### src/rtl/core/apcp_pkg.sv
// Package for the ASCII pulse command parser: widths, character codes,
// token state type and the width clamp function. No dependencies.
`default_nettype none

package apcp_pkg;

    localparam int CHANNELS   = 4;
    localparam int OUT_FIELDS = 4;
    localparam int CNT_W      = $clog2(CHANNELS + 1);
    localparam int MAG_W      = 12;
    localparam int PULSE_W    = 11;

    localparam logic [PULSE_W-1:0] PULSE_MIN = 11'd1000;
    localparam logic [PULSE_W-1:0] PULSE_MAX = 11'd2000;
    localparam logic [MAG_W-1:0]   MAG_MAX   = 12'd4095;

    localparam logic [7:0] CHAR_SPACE = 8'h20;
    localparam logic [7:0] CHAR_TAB   = 8'h09;
    localparam logic [7:0] CHAR_CR    = 8'h0D;
    localparam logic [7:0] CHAR_PLUS  = 8'h2B;
    localparam logic [7:0] CHAR_MINUS = 8'h2D;
    localparam logic [7:0] CHAR_ZERO  = 8'h30;
    localparam logic [7:0] CHAR_NINE  = 8'h39;

    typedef enum logic [1:0] {
        PH_LEAD = 2'd0,
        PH_NUM  = 2'd1,
        PH_DONE = 2'd2
    } phase_t;

    typedef struct packed {
        logic [MAG_W-1:0] mag;
        logic             minus;
        logic             nonempty;
        phase_t           phase;
    } token_t;

    localparam token_t TOKEN_CLEAR = '{mag: '0, minus: 1'b0, nonempty: 1'b0, phase: PH_LEAD};

    function automatic logic [PULSE_W-1:0] clamp_width(input token_t tok);
        logic [PULSE_W-1:0] w;
        if (tok.minus || tok.mag < MAG_W'(PULSE_MIN)) begin
            w = PULSE_MIN;
        end else if (tok.mag > MAG_W'(PULSE_MAX)) begin
            w = PULSE_MAX;
        end else begin
            w = tok.mag[PULSE_W-1:0];
        end
        return w;
    endfunction

endpackage

`default_nettype wire

### src/rtl/core/apcp_char_step.sv
// Token update for one non-space character: whitespace skip, sign, digit
// accumulate with saturation. Depends on apcp_pkg.
`default_nettype none

module apcp_char_step (
    input  wire  logic [7:0]      ascii_char,
    input  wire  apcp_pkg::token_t tok,
    output apcp_pkg::token_t      tok_next
);
    import apcp_pkg::*;

    logic             is_ws;
    logic             is_sign;
    logic             is_digit;
    logic [MAG_W+3:0] mag_wide;

    always_comb
    begin
        is_ws    = (ascii_char >= CHAR_TAB) && (ascii_char <= CHAR_CR);
        is_sign  = (ascii_char == CHAR_PLUS) || (ascii_char == CHAR_MINUS);
        is_digit = (ascii_char >= CHAR_ZERO) && (ascii_char <= CHAR_NINE);
        // mag * 10 = (mag << 3) + (mag << 1)
        mag_wide = ({4'b0, tok.mag} << 3) + ({4'b0, tok.mag} << 1)
                 + (MAG_W+4)'(ascii_char - CHAR_ZERO);

        tok_next          = tok;
        tok_next.nonempty = 1'b1;
        if (tok.phase == PH_LEAD && is_ws) begin
            tok_next.phase = PH_LEAD;
        end else if (tok.phase == PH_LEAD && is_sign) begin
            tok_next.minus = (ascii_char == CHAR_MINUS);
            tok_next.phase = PH_NUM;
        end else if (tok.phase != PH_DONE && is_digit) begin
            tok_next.mag   = (mag_wide > (MAG_W+4)'(MAG_MAX)) ? MAG_MAX
                                                              : mag_wide[MAG_W-1:0];
            tok_next.phase = PH_NUM;
        end else begin
            tok_next.phase = PH_DONE;
        end
    end

endmodule

`default_nettype wire

### src/rtl/core/ascii_pulse_command_parser_unit.sv
// Top level of the ASCII pulse command parser: input register, token and
// slot state, result register. Depends on apcp_pkg and apcp_char_step.
`default_nettype none

// Takes one command character per cycle. A request is registered in the
// stage register, its token/slot update is done from there, and on the
// character flagged is_last the four clamped pulse widths land in the
// result register. The input side keeps taking one character a cycle
// while a result waits; it stalls only when a second last character
// reaches the update stage while the previous result has not been taken.
// No clearing pass after reset.
module ascii_pulse_command_parser_unit (
    input  wire  logic                         clk,
    input  wire  logic                         rst_n,
    input  wire  logic                         in_valid,
    output logic                               in_ready,
    input  wire  logic [7:0]                   ascii_char,
    input  wire  logic                         is_last,
    output logic                               out_valid,
    input  wire  logic                         out_ready,
    output logic [apcp_pkg::PULSE_W-1:0]       pulse_a,
    output logic [apcp_pkg::PULSE_W-1:0]       pulse_b,
    output logic [apcp_pkg::PULSE_W-1:0]       pulse_c,
    output logic [apcp_pkg::PULSE_W-1:0]       pulse_d
);
    import apcp_pkg::*;

    logic               stage_valid_reg;
    logic [7:0]         stage_char_reg;
    logic               stage_last_reg;
    logic               advance;

    token_t             tok_reg, tok_next, tok_take, close_tok;
    logic [CNT_W-1:0]   slot_count_reg, slot_count_next;
    logic [PULSE_W-1:0] slot_reg [CHANNELS];
    logic [PULSE_W-1:0] slot_next [CHANNELS];
    logic [PULSE_W-1:0] res_next [OUT_FIELDS];
    logic               closing, store;

    logic               out_valid_reg;
    logic [PULSE_W-1:0] res_reg [OUT_FIELDS];

    apcp_char_step u_step (
        .ascii_char (stage_char_reg),
        .tok        (tok_reg),
        .tok_next   (tok_take)
    );

    // a last item waits here only while the result register is occupied and not being taken
    assign advance  = stage_valid_reg && (!stage_last_reg || !out_valid_reg || out_ready);
    assign in_ready = !stage_valid_reg || advance;

    always_ff @(posedge clk or negedge rst_n)
    begin
        if (!rst_n) begin
            stage_valid_reg <= 1'b0;
        end else if (in_ready) begin
            stage_valid_reg <= in_valid;
        end
    end

    always_ff @(posedge clk)
    begin
        if (in_ready && in_valid) begin
            stage_char_reg <= ascii_char;
            stage_last_reg <= is_last;
        end
    end

    always_comb
    begin
        closing   = (stage_char_reg == CHAR_SPACE) || stage_last_reg;
        // a space closes the token as it stood; a last non-space first joins it
        close_tok = (stage_char_reg == CHAR_SPACE) ? tok_reg : tok_take;
        store     = closing && close_tok.nonempty && (slot_count_reg < CNT_W'(CHANNELS));

        slot_count_next = store ? slot_count_reg + CNT_W'(1) : slot_count_reg;
        tok_next        = closing ? TOKEN_CLEAR : tok_take;
        for (int i = 0; i < CHANNELS; i++) begin
            slot_next[i] = (store && slot_count_reg == CNT_W'(i)) ? clamp_width(close_tok)
                                                                 : slot_reg[i];
        end
        for (int j = 0; j < OUT_FIELDS; j++) begin
            res_next[j] = PULSE_MIN;
            if (j < CHANNELS) begin
                res_next[j] = slot_next[(j < CHANNELS) ? j : 0];
            end
        end
    end

    always_ff @(posedge clk or negedge rst_n)
    begin
        if (!rst_n) begin
            tok_reg        <= TOKEN_CLEAR;
            slot_count_reg <= '0;
            for (int i = 0; i < CHANNELS; i++) begin
                slot_reg[i] <= PULSE_MIN;
            end
        end else if (advance) begin
            if (stage_last_reg) begin
                tok_reg        <= TOKEN_CLEAR;
                slot_count_reg <= '0;
                for (int i = 0; i < CHANNELS; i++) begin
                    slot_reg[i] <= PULSE_MIN;
                end
            end else begin
                tok_reg        <= tok_next;
                slot_count_reg <= slot_count_next;
                for (int i = 0; i < CHANNELS; i++) begin
                    slot_reg[i] <= slot_next[i];
                end
            end
        end
    end

    always_ff @(posedge clk or negedge rst_n)
    begin
        if (!rst_n) begin
            out_valid_reg <= 1'b0;
        end else if (advance && stage_last_reg) begin
            out_valid_reg <= 1'b1;
        end else if (out_ready) begin
            out_valid_reg <= 1'b0;
        end
    end

    always_ff @(posedge clk)
    begin
        if (advance && stage_last_reg) begin
            for (int j = 0; j < OUT_FIELDS; j++) begin
                res_reg[j] <= res_next[j];
            end
        end
    end

    assign out_valid = out_valid_reg;
    assign pulse_a   = res_reg[0];
    assign pulse_b   = res_reg[1];
    assign pulse_c   = res_reg[2];
    assign pulse_d   = res_reg[3];

    a_result_loaded: assert property (@(posedge clk) disable iff (!rst_n)
        (advance && stage_last_reg) |=> out_valid_reg)
        else $error("last character did not load a result");

    a_state_cleared: assert property (@(posedge clk) disable iff (!rst_n)
        (advance && stage_last_reg) |=> (slot_count_reg == '0 && !tok_reg.nonempty))
        else $error("state not cleared after command end");

    a_pulse_range: assert property (@(posedge clk) disable iff (!rst_n)
        out_valid_reg |-> (pulse_a >= PULSE_MIN && pulse_a <= PULSE_MAX
                        && pulse_d >= PULSE_MIN && pulse_d <= PULSE_MAX))
        else $error("pulse width out of range");

    a_count_bound: assert property (@(posedge clk) disable iff (!rst_n)
        slot_count_reg <= CNT_W'(CHANNELS))
        else $error("slot count beyond channel count");

    a_stage_free: assert property (@(posedge clk) disable iff (!rst_n)
        (stage_valid_reg && !stage_last_reg) |-> in_ready)
        else $error("input stalled on a non-last character");

endmodule

`default_nettype wire

### config.mk
export PLATFORM = sky130hd
export DESIGN_NAME = ascii_pulse_command_parser_unit
export DESIGN_NICKNAME = d
export VERILOG_FILES = /design/src/rtl/core/apcp_pkg.sv /design/src/rtl/core/apcp_char_step.sv /design/src/rtl/core/ascii_pulse_command_parser_unit.sv
export SDC_FILE = /design/constraint.sdc
export NUM_CORES = 1
export LEC_CHECK = 0
export BUFFER_PORTS_ARGS = -buffer_cell sky130_fd_sc_hd__buf_2
export CAP_MARGIN = 20
export CORE_MARGIN = 2
export CORE_UTILIZATION = 35
export DETAILED_ROUTE_END_ITERATION = 12
export PLACE_DENSITY = 0.54
export SLEW_MARGIN = 40
export SYNTH_ARGS = -nofsm -noshare
export SYNTH_HDL_FRONTEND = slang
export SYNTH_SLANG_ARGS = --single-unit
### constraint.sdc
create_clock -name clk -period 7.8 [get_ports clk]
set_input_delay 1.95 -clock clk [delete_from_list [all_inputs] [get_ports clk]]
set_output_delay 1.95 -clock clk [all_outputs]
set_load 0.05 [all_outputs]
==> metrics.cfg <==
[outcome]
outcome = complete, no violations

[routing]
drc = 0
viasPerCell = 5.30
drt_iter0_markers = 267
wirelength_um = 15200
via_count = 4869
wl_per_cell_um = 16.5
first_pass_iters = 5
ant_nets = 0

[timing]
rsz0062_at_grt = false
fin_setup_tns_ns = 0
max_freq_mhz = 193
maxSlewHeadroom_pct = 47.4
period_needed_ns = 5.18
setup_viol = 0
slew_violations = 0
fin_skew_ns = 0.0114
hold_violations = 0
final.period_utilization_pct = 66.5
tightest_slew_ns = 0.785
fin_ws_ns = 2.62

[worst_setup_path]
critPathTopFamily = simple AND/OR/NAND/NOR gates
start_kind = flop
crit_path_end_kind = flop
required_ns = 7.94
critPathMaxStageDelay_ns = 0.66
crit_arrival_ns = 5.32
crit_path_top_delay_cell = o22a_2
worstPathCellList = ha_1, nor3_2, fa_1, ha_1, a21oi_4, o21ai_2, o21a_1, nor4_1, o211ai_4, nor4_1, o22a_2, o31ai_1
crit_fanout = 32
path_class = reg2reg
critPathBufInv = 0

[power_and_ir_drop]
power_density_nw_per_um2 = 219
power.net_switching_uw = 459
vdd_ir_drop_max_uv = 158
p_leak_nw = 2.88
combPwrFrac_pct = 12.9
internal_power_mw = 1.20
seqPwrFrac_pct = 41.5
swShare_pct = 27.8
clockPowerShare_pct = 45.5

[clock_network]
numCtsBuffers = 17
cts_tree = done
clk_latency_ns = 0.42
root_buffer = clkbuf_16
cts_buffer_depth = 2
clk_pin_slew_worst_paths_ns = 0.06
cts.sink_count = 118
cts_hold_buf = 0
post_cts_buffers = 0
post_cts_resize_count = 0
htreeDepth = 4

[finish]
diodes = 0
synthToLayoutAreaGrowth_pct = 17.3
final_cells = 919
fin_nets = 727
drive_gt1_share_pct = 21.0

[flow_run]
max_cap_viol_count = 0

[yosys]
synth_seq_area_share_pct = 50.5
synth-seq-cells = 118
synth-edff-count = 53
synth-main-ff-cell = edfxtp_1
synth_warnings = 0
netlist_instances = 624
netlist_area_um2 = 6430
synth_cell_type_count = 63
syn_area_per_cell_um2 = 10.3
async_flop_share_pct = 55.1
syn-num-nets = 674

[global_routing]
grt_max_degree = 66
track_usage_pct = 16.2
grt_first_pass_wirelength_um = 25100
grt_pass1_vias = 4763
overflow = 0
antenna_found_initial = 0

[floorplanning]
num_rows = 49
start_util_pct = 35.7
dieArea_um2 = 19500
coreArea_um2 = 18000
die_h_um = 140
die_w_um = 140
num_io_pins = 59

[placement]
io_buffers = 58
place_ws_ns = 2.62
hpwl_um = 11100
dpl.cell_count = 887
place_congestion = 0.872

[min_path]
hold_path.class = reg2reg

## final cells by class
type | instances | area (µm²)
clock buffer | 19 | 464
inverter | 15 | 56.3
sequential | 118 | 3250
timing repair buffer | 61 | 314
multi-input combinational | 464 | 3060
tap | 229 | 287
clock inverter | 13 | 121
fill | 1706 | 10500
## metal layers
metal / wire (µm) / global-route usage [%]
met2: 7300 / 27.1
met4: 241 / 5.42
met3: 623 / 3.61
met5: 0 / 0
met1: 7010 / 20.8
## power by group through the flow
stage                     logic [mW]  registers (mW)  clock network, mW
after floorplan                0.135           0.716                  0
after global placement         0.208           0.698                  0
after detailed placement       0.214           0.698                  0
after CTS                      0.214           0.687              0.768
after global routing           0.237           0.689              0.797
final                          0.214           0.687              0.753
## logic make-up after synthesis
| kind of cell | synth area share [%] |
|---|---|
| mux | 0.311 |
| flops | 50.5 |
| buf+inv | 2.64 |
| fa+ha+maj | 8.48 |
| simple gates | 15.5 |
| compound gates | 21.1 |
| xor+xnor | 1.50 |
## cell usage after synthesis, types with 5 or more instances
| cell | n | share of area (%) |
|---|---|---|
| a21o_1 | 7 | 0.82 |
| a21oi_1 | 17 | 1.3 |
| a31oi_1 | 48 | 4.7 |
| and2_0 | 6 | 0.58 |
| and2_1 | 8 | 0.78 |
| buf_2 | 7 | 0.54 |
| clkbuf_1 | 19 | 1.1 |
| dfrtp_1 | 41 | 16 |
| dfstp_2 | 24 | 9.8 |
| edfxtp_1 | 53 | 25 |
| fa_1 | 11 | 3.4 |
| ha_1 | 26 | 5.1 |
| inv_1 | 15 | 0.87 |
| nand2_1 | 82 | 4.8 |
| nand3_1 | 5 | 0.39 |
| nor2_1 | 77 | 4.5 |
| nor2b_1 | 5 | 0.49 |
| nor4_1 | 10 | 0.97 |
| o211ai_1 | 7 | 0.82 |
| o21ai_0 | 36 | 2.8 |
| o22ai_1 | 8 | 0.78 |
| o31ai_1 | 37 | 4.3 |
| xnor2_1 | 7 | 0.95 |
## metrics by stage
step | util, % | total power, mW | hold WS (ns) | instance area (µm²)
global route | 41.9 | 1.72 | 0.501 | 7550
CTS | 41.8 | 1.67 | 0.477 | 7540
floorplan | - | 0.852 | 0.446 | 6430
detailed placement | 38.6 | 0.912 | 0.466 | 6960
finish | 41.9 | 1.65 | 0.479 | 7550
global placement | 38.4 | 0.906 | 0.462 | 6920
## worst min-delay path: stages (launching register included)
cell and delay (ns):
dfrtp_1 0.34, nand2_1 0.05, o31ai_1 0.05
## layout by cell type (no fill, tap or decap), types with 17 or more instances in the layout
| master | n |
|---|---|
| ha_1 | 26 |
| nor2_1 | 77 |
| clkbuf_16 | 18 |
| edfxtp_1 | 53 |
| o31ai_1 | 37 |
| nand2_1 | 82 |
| dfrtp_1 | 41 |
| a21oi_1 | 17 |
| o21ai_0 | 35 |
| buf_2 | 59 |
| a31oi_1 | 48 |
| dfstp_2 | 24 |
## path summary, 6_finish.rpt
kind                                    from            end  slack, ns  cells after the start
max                        stage_char_reg[4]  res_reg[2][0]       2.62                     12
min                              slot_reg[1]    slot_reg[1]       0.48                      2
max reg2reg                stage_char_reg[4]  res_reg[2][0]       2.62                     12
min reg2reg                      slot_reg[1]    slot_reg[1]       0.48                      2
max in group asynchronous              rst_n    tok_reg[12]       5.77                      2
min in group asynchronous              rst_n    slot_reg[0]       1.61                      2
(Power assumes the default switching activity.)
